[src/design/jsu_pkg.sv]
// ---------------------------------------------------------------------------
// jsu_pkg : shared types and constants
// Status codes, queue job format and hex digit decode for the JSON string
// unescape unit.
// ---------------------------------------------------------------------------
`default_nettype none

package jsu_pkg;

  typedef enum logic [3:0] {
    ST_DATA      = 4'd0,
    ST_END       = 4'd1,
    ST_CTRL      = 4'd2,
    ST_BADHEX    = 4'd3,
    ST_LONELOW   = 4'd4,
    ST_BADSECOND = 4'd5,
    ST_MISSING   = 4'd6,
    ST_BADESC    = 4'd7,
    ST_UNTERM    = 4'd8
  } status_t;

  // ASCII codes
  localparam logic [7:0] CH_QUOTE = 8'h22;
  localparam logic [7:0] CH_BSL   = 8'h5c;
  localparam logic [7:0] CH_SLASH = 8'h2f;
  localparam logic [7:0] CH_B     = 8'h62;
  localparam logic [7:0] CH_F     = 8'h66;
  localparam logic [7:0] CH_N     = 8'h6e;
  localparam logic [7:0] CH_R     = 8'h72;
  localparam logic [7:0] CH_T     = 8'h74;
  localparam logic [7:0] CH_U     = 8'h75;
  localparam logic [7:0] CH_SPACE = 8'h20;

  // Code point boundaries
  localparam logic [15:0] CP_HI_FIRST = 16'hd800;
  localparam logic [15:0] CP_HI_LAST  = 16'hdbff;
  localparam logic [15:0] CP_LO_FIRST = 16'hdc00;
  localparam logic [15:0] CP_LO_LAST  = 16'hdfff;
  localparam logic [15:0] CP_BMP_LOW  = 16'hd7ff;
  localparam logic [15:0] CP_BMP_HIGH = 16'he000;
  localparam logic [20:0] CP_PAIR_BASE = 21'h10000;

  localparam int QUEUE_DEPTH = 2;
  localparam int QPTR_W      = (QUEUE_DEPTH > 1) ? $clog2(QUEUE_DEPTH) : 1;
  localparam int QCNT_W      = $clog2(QUEUE_DEPTH + 1);

  // One decoded byte's worth of results: 1..4 data words or one status word
  typedef struct packed {
    logic [1:0]      last_idx;
    logic [3:0][7:0] bytes;
    status_t         status;
  } job_t;

  // {valid, value}
  function automatic logic [4:0] hex_decode(input logic [7:0] c);
    logic [4:0] r;
    r = 5'b0;
    if (c >= 8'h30 && c <= 8'h39) begin
      r = {1'b1, 4'(c - 8'h30)};
    end else if (c >= 8'h61 && c <= 8'h66) begin
      r = {1'b1, 4'(c - 8'h57)};
    end else if (c >= 8'h41 && c <= 8'h46) begin
      r = {1'b1, 4'(c - 8'h37)};
    end
    return r;
  endfunction

endpackage

`default_nettype wire

[src/design/jsu_ifs.sv]
// ---------------------------------------------------------------------------
// jsu channel interfaces
// Raw string byte channel and decoded UTF-8 word channel.
// ---------------------------------------------------------------------------
`default_nettype none

interface jsu_raw_if;
  logic       valid;
  logic       ready;
  logic [7:0] data_byte;
  logic       first_byte;
  logic       end_of_input;

  modport source (output valid, data_byte, first_byte, end_of_input, input ready);
  modport sink   (input valid, data_byte, first_byte, end_of_input, output ready);
endinterface

interface jsu_utf8_if;
  logic       valid;
  logic       ready;
  logic [7:0] out_byte;
  logic [3:0] status;
  logic       last_result;

  modport source (output valid, out_byte, status, last_result, input ready);
  modport sink   (input valid, out_byte, status, last_result, output ready);
endinterface

`default_nettype wire

[src/design/jsu_front.sv]
// ---------------------------------------------------------------------------
// jsu_front : byte classifier and decode state
// Takes one raw byte per word, updates escape/hex/surrogate state and
// builds a job of up to four UTF-8 bytes or one status for the queue.
// ---------------------------------------------------------------------------
`default_nettype none

module jsu_front (
  input  wire logic       clk,
  input  wire logic       rst,
  jsu_raw_if.sink         raw,
  input  wire logic       q_full,
  output logic            push,
  output jsu_pkg::job_t   job
);
  import jsu_pkg::*;

  logic        active, esc, hsp;
  logic [2:0]  left;
  logic [15:0] acc;
  logic [9:0]  hsb;

  logic        active_next, esc_next, hsp_next;
  logic [2:0]  left_next;
  logic [15:0] acc_next;
  logic [9:0]  hsb_next;

  logic        act, esc_e, hsp_e;
  logic [2:0]  left_e, left_dec;
  logic [15:0] acc_e, acc_hex;
  logic [9:0]  hsb_e;
  logic [4:0]  hx;
  logic [7:0]  c;
  logic [20:0] cp_full, enc_cp;
  logic        enc_pair, emit_enc, job_valid, fin;
  status_t     fin_st;
  logic [1:0]      enc_last;
  logic [3:0][7:0] enc_bytes;
  logic        accept;

  assign c      = raw.data_byte;
  assign accept = raw.valid & raw.ready;
  assign raw.ready = ~q_full;
  assign push   = accept & job_valid;

  // effective state: a first byte starts from a clean slate
  assign act    = raw.first_byte | active;
  assign esc_e  = raw.first_byte ? 1'b0  : esc;
  assign left_e = raw.first_byte ? 3'd0  : left;
  assign acc_e  = raw.first_byte ? 16'd0 : acc;
  assign hsp_e  = raw.first_byte ? 1'b0  : hsp;
  assign hsb_e  = raw.first_byte ? 10'd0 : hsb;

  // a completed code unit with a high half waiting is always the low half
  assign enc_pair = hsp_e;

  assign hx       = hex_decode(c);
  assign left_dec = left_e - 3'd1;
  assign acc_hex  = acc_e | (16'(hx[3:0]) << {left_dec[1:0], 2'b00});
  assign cp_full  = CP_PAIR_BASE + {1'b0, hsb_e, acc_hex[9:0]};
  assign enc_cp   = enc_pair ? cp_full : {5'd0, acc_hex};

  // UTF-8 encoder
  always_comb begin
    enc_bytes = '0;
    if (enc_cp < 21'h80) begin
      enc_last     = 2'd0;
      enc_bytes[0] = enc_cp[7:0];
    end else if (enc_cp < 21'h800) begin
      enc_last     = 2'd1;
      enc_bytes[0] = {3'b110, enc_cp[10:6]};
      enc_bytes[1] = {2'b10, enc_cp[5:0]};
    end else if (enc_cp < 21'h10000) begin
      enc_last     = 2'd2;
      enc_bytes[0] = {4'b1110, enc_cp[15:12]};
      enc_bytes[1] = {2'b10, enc_cp[11:6]};
      enc_bytes[2] = {2'b10, enc_cp[5:0]};
    end else begin
      enc_last     = 2'd3;
      enc_bytes[0] = {5'b11110, enc_cp[20:18]};
      enc_bytes[1] = {2'b10, enc_cp[17:12]};
      enc_bytes[2] = {2'b10, enc_cp[11:6]};
      enc_bytes[3] = {2'b10, enc_cp[5:0]};
    end
  end

  always_comb begin
    active_next = act;
    esc_next    = esc_e;
    left_next   = left_e;
    acc_next    = acc_e;
    hsp_next    = hsp_e;
    hsb_next    = hsb_e;
    emit_enc    = 1'b0;
    job_valid   = 1'b0;
    fin         = 1'b0;
    fin_st      = ST_DATA;
    job         = '0;
    job.status  = ST_DATA;
    job.bytes[0] = c;

    if (raw.end_of_input) begin
      if (act) begin
        fin    = 1'b1;
        fin_st = ST_UNTERM;
      end
    end else if (act) begin
      if (c < CH_SPACE) begin
        fin    = 1'b1;
        fin_st = ST_CTRL;
      end else if (left_e != 3'd0) begin
        if (!hx[4]) begin
          fin    = 1'b1;
          fin_st = ST_BADHEX;
        end else begin
          left_next = left_dec;
          acc_next  = acc_hex;
          if (left_dec == 3'd0) begin
            if (!hsp_e) begin
              if (acc_hex <= CP_BMP_LOW || acc_hex >= CP_BMP_HIGH) begin
                emit_enc = 1'b1;
              end else if (acc_hex <= CP_HI_LAST) begin
                hsp_next = 1'b1;
                hsb_next = acc_hex[9:0];
                acc_next = 16'd0;
              end else begin
                fin    = 1'b1;
                fin_st = ST_LONELOW;
              end
            end else if (acc_hex >= CP_LO_FIRST && acc_hex <= CP_LO_LAST) begin
              emit_enc = 1'b1;
              hsp_next = 1'b0;
              hsb_next = 10'd0;
            end else begin
              fin    = 1'b1;
              fin_st = ST_BADSECOND;
            end
          end
        end
      end else if (esc_e) begin
        esc_next = 1'b0;
        if (hsp_e && c != CH_U) begin
          fin    = 1'b1;
          fin_st = ST_MISSING;
        end else begin
          job_valid = 1'b1;
          unique case (c)
            CH_QUOTE, CH_BSL, CH_SLASH: job.bytes[0] = c;
            CH_B: job.bytes[0] = 8'h08;
            CH_F: job.bytes[0] = 8'h0c;
            CH_N: job.bytes[0] = 8'h0a;
            CH_R: job.bytes[0] = 8'h0d;
            CH_T: job.bytes[0] = 8'h09;
            CH_U: begin
              job_valid = 1'b0;
              acc_next  = 16'd0;
              left_next = 3'd4;
            end
            default: begin
              job_valid = 1'b0;
              fin       = 1'b1;
              fin_st    = ST_BADESC;
            end
          endcase
        end
      end else if (c == CH_QUOTE) begin
        fin    = 1'b1;
        fin_st = ST_END;
      end else if (c == CH_BSL) begin
        esc_next = 1'b1;
      end else if (hsp_e) begin
        fin    = 1'b1;
        fin_st = ST_MISSING;
      end else begin
        job_valid = 1'b1;
      end
    end

    if (emit_enc) begin
      job_valid    = 1'b1;
      job.bytes    = enc_bytes;
      job.last_idx = enc_last;
    end

    // any end or error: single status word, decode state cleared
    if (fin) begin
      job_valid   = 1'b1;
      job.bytes   = '0;
      job.last_idx = 2'd0;
      job.status  = fin_st;
      active_next = 1'b0;
      esc_next    = 1'b0;
      left_next   = 3'd0;
      acc_next    = 16'd0;
      hsp_next    = 1'b0;
      hsb_next    = 10'd0;
    end
  end

  always_ff @(posedge clk) begin
    if (rst) begin
      active <= 1'b0;
      esc    <= 1'b0;
      left   <= 3'd0;
      acc    <= 16'd0;
      hsp    <= 1'b0;
      hsb    <= 10'd0;
    end else if (accept) begin
      active <= active_next;
      esc    <= esc_next;
      left   <= left_next;
      acc    <= acc_next;
      hsp    <= hsp_next;
      hsb    <= hsb_next;
    end
  end

endmodule

`default_nettype wire

[src/design/jsu_queue.sv]
// ---------------------------------------------------------------------------
// jsu_queue : job queue
// Short FIFO of decoded jobs between the front and back parts.
// ---------------------------------------------------------------------------
`default_nettype none

module jsu_queue (
  input  wire logic          clk,
  input  wire logic          rst,
  input  wire logic          push,
  input  wire jsu_pkg::job_t wr_job,
  input  wire logic          pop,
  output logic               full,
  output logic               nonempty,
  output jsu_pkg::job_t      head
);
  import jsu_pkg::*;

  job_t              mem [QUEUE_DEPTH];
  logic [QPTR_W-1:0] wr_ptr, rd_ptr;
  logic [QCNT_W-1:0] count;

  assign full     = (count == QCNT_W'(QUEUE_DEPTH));
  assign nonempty = (count != '0);
  assign head     = mem[rd_ptr];

  always_ff @(posedge clk) begin
    if (push) begin
      mem[wr_ptr] <= wr_job;
    end
  end

  always_ff @(posedge clk) begin
    if (rst) begin
      wr_ptr <= '0;
      rd_ptr <= '0;
      count  <= '0;
    end else begin
      if (push) begin
        wr_ptr <= (wr_ptr == QPTR_W'(QUEUE_DEPTH - 1)) ? '0 : wr_ptr + 1'b1;
      end
      if (pop) begin
        rd_ptr <= (rd_ptr == QPTR_W'(QUEUE_DEPTH - 1)) ? '0 : rd_ptr + 1'b1;
      end
      if (push && !pop) begin
        count <= count + 1'b1;
      end else if (pop && !push) begin
        count <= count - 1'b1;
      end
    end
  end

endmodule

`default_nettype wire

[src/design/jsu_back.sv]
// ---------------------------------------------------------------------------
// jsu_back : result serializer
// Walks the head job one word per cycle while utf8 is ready and retires it after its last word.
// ---------------------------------------------------------------------------
`default_nettype none

module jsu_back (
  input  wire logic          clk,
  input  wire logic          rst,
  input  wire logic          nonempty,
  input  wire jsu_pkg::job_t head,
  output logic               pop,
  jsu_utf8_if.source         utf8
);
  import jsu_pkg::*;

  logic [1:0] idx;
  logic       at_last, fire;

  assign at_last          = (idx == head.last_idx);
  assign fire             = utf8.valid & utf8.ready;
  assign pop              = fire & at_last;
  assign utf8.valid       = nonempty;
  assign utf8.out_byte    = head.bytes[idx];
  assign utf8.status      = head.status;
  assign utf8.last_result = at_last;

  always_ff @(posedge clk) begin
    if (rst) begin
      idx <= 2'd0;
    end else if (fire) begin
      idx <= at_last ? 2'd0 : idx + 2'd1;
    end
  end

endmodule

`default_nettype wire

[src/design/json_string_unescape_utf8_unit.sv]
// ---------------------------------------------------------------------------
// json_string_unescape_utf8_unit : JSON string body to UTF-8 decoder
// Resolves simple and \uXXXX escapes (with surrogate pairs), emits UTF-8
// bytes, reports the closing quote and decode errors.
// ---------------------------------------------------------------------------
//
//  channel | dir | fields                                   | word
//  --------+-----+------------------------------------------+-------------------
//  raw     | in  | data_byte[8] first_byte end_of_input      | one string byte
//  utf8    | out | out_byte[8] status[4] last_result         | one result
//
// Cycles: a raw byte is decoded in the cycle it is taken; one byte per cycle
//   sustained while each byte yields at most one result and utf8 is ready.
// A \u escape that completes a code point gives 1..4 words; the output side
//   drains one word per cycle while utf8 is ready, and input stalls only once
//   the job queue (QUEUE_DEPTH entries) is full.
// Reset (rst, synchronous) clears decode state and empties the queue.
// Stalls: raw.ready depends on queue fill only; utf8 backpressure holds the
//   head job and its word index.
// ---------------------------------------------------------------------------
`default_nettype none

module json_string_unescape_utf8_unit (
  input  wire logic  clk,
  input  wire logic  rst,
  jsu_raw_if.sink    raw,
  jsu_utf8_if.source utf8
);
  import jsu_pkg::*;

  // front -> queue
  logic q_push;
  job_t q_wr_job;
  // queue -> back
  logic q_full;
  logic q_nonempty;
  logic q_pop;
  job_t q_head;

  // classify and decode, one raw word per cycle while the queue is not full
  jsu_front u_front (
    .clk    (clk),
    .rst    (rst),
    .raw    (raw),
    .q_full (q_full),
    .push   (q_push),
    .job    (q_wr_job)
  );

  // decouples decode from output backpressure
  jsu_queue u_queue (
    .clk      (clk),
    .rst      (rst),
    .push     (q_push),
    .wr_job   (q_wr_job),
    .pop      (q_pop),
    .full     (q_full),
    .nonempty (q_nonempty),
    .head     (q_head)
  );

  // serialize multi-byte jobs onto the output channel
  jsu_back u_back (
    .clk      (clk),
    .rst      (rst),
    .nonempty (q_nonempty),
    .head     (q_head),
    .pop      (q_pop),
    .utf8     (utf8)
  );

endmodule

`default_nettype wire

[src/flat_wrapper.sv]
// flat-port wrapper written by rule: the top's interface ports become plain ports
module json_string_unescape_utf8_unit_flat import jsu_pkg::*;
  (clk, rst, raw_valid, raw_data_byte, raw_first_byte, raw_end_of_input, raw_ready, utf8_valid, utf8_out_byte, utf8_status, utf8_last_result, utf8_ready);
  jsu_raw_if raw_i ();
  jsu_utf8_if utf8_i ();
  input  wire logic clk;
  input  wire logic rst;
  input wire logic [$bits(raw_i.valid)-1:0] raw_valid;
  input wire logic [$bits(raw_i.data_byte)-1:0] raw_data_byte;
  input wire logic [$bits(raw_i.first_byte)-1:0] raw_first_byte;
  input wire logic [$bits(raw_i.end_of_input)-1:0] raw_end_of_input;
  output wire logic [$bits(raw_i.ready)-1:0] raw_ready;
  output wire logic [$bits(utf8_i.valid)-1:0] utf8_valid;
  output wire logic [$bits(utf8_i.out_byte)-1:0] utf8_out_byte;
  output wire logic [$bits(utf8_i.status)-1:0] utf8_status;
  output wire logic [$bits(utf8_i.last_result)-1:0] utf8_last_result;
  input wire logic [$bits(utf8_i.ready)-1:0] utf8_ready;
  assign raw_i.valid = raw_valid;
  assign raw_i.data_byte = raw_data_byte;
  assign raw_i.first_byte = raw_first_byte;
  assign raw_i.end_of_input = raw_end_of_input;
  assign raw_ready = raw_i.ready;
  assign utf8_valid = utf8_i.valid;
  assign utf8_out_byte = utf8_i.out_byte;
  assign utf8_status = utf8_i.status;
  assign utf8_last_result = utf8_i.last_result;
  assign utf8_i.ready = utf8_ready;
  json_string_unescape_utf8_unit u_core (.clk(clk), .rst(rst), .raw(raw_i), .utf8(utf8_i));
endmodule
[config.mk]
export PLATFORM = sky130hd
export DESIGN_NAME = json_string_unescape_utf8_unit_flat
export DESIGN_NICKNAME = d
export VERILOG_FILES = /design/src/design/jsu_pkg.sv /design/src/design/jsu_ifs.sv /design/src/design/jsu_front.sv /design/src/design/jsu_queue.sv /design/src/design/jsu_back.sv /design/src/design/json_string_unescape_utf8_unit.sv /design/src/flat_wrapper.sv
export SDC_FILE = /design/constraint.sdc
export NUM_CORES = 1
export LEC_CHECK = 0
export BUFFER_PORTS_ARGS = -buffer_cell sky130_fd_sc_hd__buf_2
export CAP_MARGIN = 0
export CORE_MARGIN = 2
export CORE_UTILIZATION = 55
export CTS_CLUSTER_DIAMETER = 50
export DETAILED_ROUTE_END_ITERATION = 7
export HOLD_SLACK_MARGIN = 0.05
export PLACE_DENSITY_LB_ADDON = 0.15
export SLEW_MARGIN = 10
export SYNTH_ARGS = -nofsm -noshare
export SYNTH_HDL_FRONTEND = slang
export SYNTH_SLANG_ARGS = --single-unit
[constraint.sdc]
create_clock -name clk -period 10.14 [get_ports clk]
set_input_delay 3.042 -clock clk [delete_from_list [all_inputs] [get_ports clk]]
set_output_delay 3.042 -clock clk [all_outputs]
set_load 0.02 [all_outputs]
==> impl_metrics.csv <==
group,metric,value,unit
route,firstDrtPassIters,6,
synth,yosys_warnings,0,
sta,achievable-frequency,137,MHz
cts,cts_inserted_buffers,9,
route,drt-wirelength-per-cell,21.5,um
cells_and_area,fin_nets,637,
synth,synth-edff-count,68,
setup_path,critical_path_required,10420,ps
synth,synthesis.nets,629,
cells_and_area,post-route-cell-area,6700,sq um
sta,fin_tns_setup,0,ps
worst_hold_path,hold_path_class,"reg -> reg",
job,max_cap_viol_count,0,
global_routing,grt-ovfl-total,0,
power_and_ir_drop,power_per_cell_area,142,nW/um^2
synth,synth_top_flop_cell,"sky130_fd_sc_hd__edfxtp_1",
cells_and_area,antenna-diode-count,0,
global_routing,first_global_vias,4606,
floorplan,io_pins,29,
floorplan,initial_utilization,0.569,
cells_and_area,post_route_cells_drive_above_1_share,0.173,
route,totalWireLength,16.4,mm
cells_and_area,number_of_fill_cells_in_the_layout,932,
sta,fin_worst_hold_slack,465,ps
cts,cts_hold_buffers,0,
sta,min_period,7300,ps
placed_design,post_dp_cell_area,6410,sq um
sta,headroom_to_the_max_slew_limit,0.238,
cts,clk_latency,350,ps
global_routing,grt_pass1_wl,25.5,mm
synth,synth_area_per_cell,10.3,sq um
cts,cts_sinks,107,
synth,postSynthRegisterBits,107,
floorplan,core_footprint,10900,sq um
sta,final_count_of_hold_timing_violations,0,
cts,maximum_root_to_sink_buffer_count,2,
cts,post_cts_setup_buffers,0,
placed_design,estimated_wirelength_of_the_detail_placed_design,11.8,mm
power_and_ir_drop,peakVddDrop,0.0841,mV
synth,synthesis.area,6220,sq um
placed_design,gp_congestion,0.970,
cts,gates_resized_cts_repair,0,
sta,timing_worst_slew_pin_value,1140,ps
cts,cts_root_buf,"sky130_fd_sc_hd__clkbuf_16",
outcome,result_of_the_run,"finished clean",
synth,synth-seq-area-share,0.454,
floorplan,fp.dieW,110,um
cts,htreeDepth,3,
cts,clk_pin_slew,70,ps
synth,async_reset_ff_frac,0,
setup_path,crit_path_start_kind,"input pin",
sta,setup-violations-final,0,
route,via_count,5030,
route,postRouteAntennaNets,0,
sta,finalCritPeriodShare,0.720,
setup_path,critPathMaxFanout,22,
floorplan,die_area,12200,sq um
cts,cts_tree,"yes",
cells_and_area,utilization,0.613,
global_routing,grt_start_max_net_pins,35,
route,drt_first_iter_violations,556,
floorplan,row_count,38,
sta,skew,5.83,ps
cells_and_area,area_grow_syn2layout,7.68,%
global_routing,grt_usage,0.282,
placed_design,place.port_buffers,28,
power_and_ir_drop,leakage,2.18,nW
route,vias_per_cell,6.63,
sta,slew_violations,0,
floorplan,fp.dieH,110,um
global_routing,number_of_antenna_violations_at_the_first_check_in_global_routing,0,
setup_path,setup_cp_type,"in -> reg",
sta,rsz0062_at_grt,"no",
synth,syn_inst,606,
setup_path,worst_setup_path_end_kind,"flip-flop",
synth,count_of_distinct_cell_types_in_the_synthesized_netlist,79,
setup_path,arrival,7580,ps
route,drc,0,
## synthesized netlist by cell type, types with 12 or more instances
library cell,number,area share
sky130_fd_sc_hd__nor3_1,15,0.012
sky130_fd_sc_hd__nand2_1,63,0.038
sky130_fd_sc_hd__edfxtp_1,68,0.33
sky130_fd_sc_hd__o21ai_0,21,0.017
sky130_fd_sc_hd__mux2_2,14,0.025
sky130_fd_sc_hd__a21oi_1,24,0.019
sky130_fd_sc_hd__nand3_1,13,0.010
sky130_fd_sc_hd__inv_1,21,0.013
sky130_fd_sc_hd__mux4_2,13,0.047
sky130_fd_sc_hd__a31oi_1,13,0.013
sky130_fd_sc_hd__dfxtp_1,39,0.13
sky130_fd_sc_hd__o211ai_1,17,0.021
sky130_fd_sc_hd__clkbuf_1,22,0.013
sky130_fd_sc_hd__and2_1,12,0.012
sky130_fd_sc_hd__nor2_1,53,0.032
## state kept, by name, summed over array words and instances, names as in the netlist, 2 cells and up, named ones only
name / flops
u_core.u_front.hsb: 10
u_core.u_queue.count: 2
u_core.u_queue.mem: 68
u_core.u_back.idx: 2
u_core.u_front.left: 3
u_core.u_front.acc: 16
## where the power goes
part	total, W	leakage, nW	switching (W)	internal, W
combinational	0.000128	1.13	0.0000794	0.0000489
clock	0.000337	0.141	0.000165	0.000172
sequential	0.000487	0.911	0.00000961	0.000478
## per-layer routing
metal	up-vias	track usage	share of wire
met5	-	0	0
met4	0	0.0866	0.022
met3	31	0.0323	0.060
met2	224	0.466	0.48
met1	2439	0.389	0.44
li1	2336	-	-
## logic make-up after synthesis
logic type               Yosys count  share of synthesized area
AND/OR/NAND/NOR                  221                      0.182
XOR/XNOR                           9                     0.0127
AO/OA/AOI/OAI                    171                      0.213
adder cells (fa/ha/maj)            9                     0.0181
multiplexers                      32                     0.0812
flip-flops                       107                      0.454
buffers and inverters             57                     0.0390
## per-stage QoR
step / instances / power, W / setup WS (ps)
after floorplan: 606 / 0.000590 / 1970
after global placement: 743 / 0.000622 / 2740
after detailed placement: 743 / 0.000625 / 2580
after CTS: 759 / 0.000955 / 2930
after global routing: 759 / 0.000989 / 2570
final: 759 / 0.000953 / 2840
## layout make-up
cell class / count / area (sq um) / share of cell area
clock inverter: 6 / 57.6 / 0.00859
timing repair buffer: 33 / 178 / 0.0265
tap: 140 / 175 / 0.0261
clock buffer: 10 / 229 / 0.0342
multi-input combinational: 442 / 3160 / 0.472
inverter: 21 / 78.8 / 0.0118
sequential: 107 / 2820 / 0.421
## worst max-delay path, cell delays in order
cell and delay (ps):
sky130_fd_sc_hd__buf_2 230, sky130_fd_sc_hd__inv_1 590, sky130_fd_sc_hd__nand2_1 230, sky130_fd_sc_hd__ha_1 470, sky130_fd_sc_hd__nor2_1 440, sky130_fd_sc_hd__o211ai_1 220, sky130_fd_sc_hd__a2111o_1 490, sky130_fd_sc_hd__nor2_4 230
sky130_fd_sc_hd__mux2i_2 540, sky130_fd_sc_hd__a311oi_4 210, sky130_fd_sc_hd__ha_1 360, sky130_fd_sc_hd__or3_1 380, sky130_fd_sc_hd__a21oi_1 130
## layout by cell type (no fill, tap or decap), types with 7 or more instances in the layout
cell | netlist | routed
sky130_fd_sc_hd__nand2_1 | 63 | 63
sky130_fd_sc_hd__ha_1 | 9 | 9
sky130_fd_sc_hd__nor2b_1 | 11 | 10
sky130_fd_sc_hd__mux4_2 | 13 | 13
sky130_fd_sc_hd__mux2_2 | 14 | 14
sky130_fd_sc_hd__nor2_1 | 53 | 53
sky130_fd_sc_hd__edfxtp_1 | 68 | 68
sky130_fd_sc_hd__nor3_1 | 15 | 15
sky130_fd_sc_hd__nand3_1 | 13 | 13
sky130_fd_sc_hd__buf_2 | 8 | 28
sky130_fd_sc_hd__o2bb2ai_1 | 7 | 7
sky130_fd_sc_hd__o22ai_1 | 11 | 11
sky130_fd_sc_hd__a21oi_1 | 24 | 24
sky130_fd_sc_hd__o211ai_1 | 17 | 17
sky130_fd_sc_hd__dfxtp_1 | 39 | 39
sky130_fd_sc_hd__and2_1 | 12 | 12
sky130_fd_sc_hd__a31oi_1 | 13 | 13
sky130_fd_sc_hd__inv_1 | 21 | 21
sky130_fd_sc_hd__a22oi_1 | 9 | 9
sky130_fd_sc_hd__nand4_1 | 7 | 7
sky130_fd_sc_hd__o21ai_0 | 21 | 21
sky130_fd_sc_hd__and3_1 | 8 | 8
sky130_fd_sc_hd__a211oi_1 | 8 | 8
sky130_fd_sc_hd__nand2b_1 | 9 | 9
sky130_fd_sc_hd__o2bb2ai_2 | 9 | 9
sky130_fd_sc_hd__clkbuf_16 | 0 | 9
## worst paths after layout
path,start,endpoint,slack (ps),depth (start not counted)
worst min register to register,u_core.u_front.left[1],u_core.u_front.left[1],470,2
worst min-delay path,u_core.u_front.left[1],u_core.u_front.left[1],470,2
worst max-delay path,raw_first_byte,u_core.u_queue.count[1],2840,13
worst max register to register,u_core.u_front.left[0],u_core.u_queue.count[1],6020,11
No activity file was read; power rests on OpenSTA's default activity.
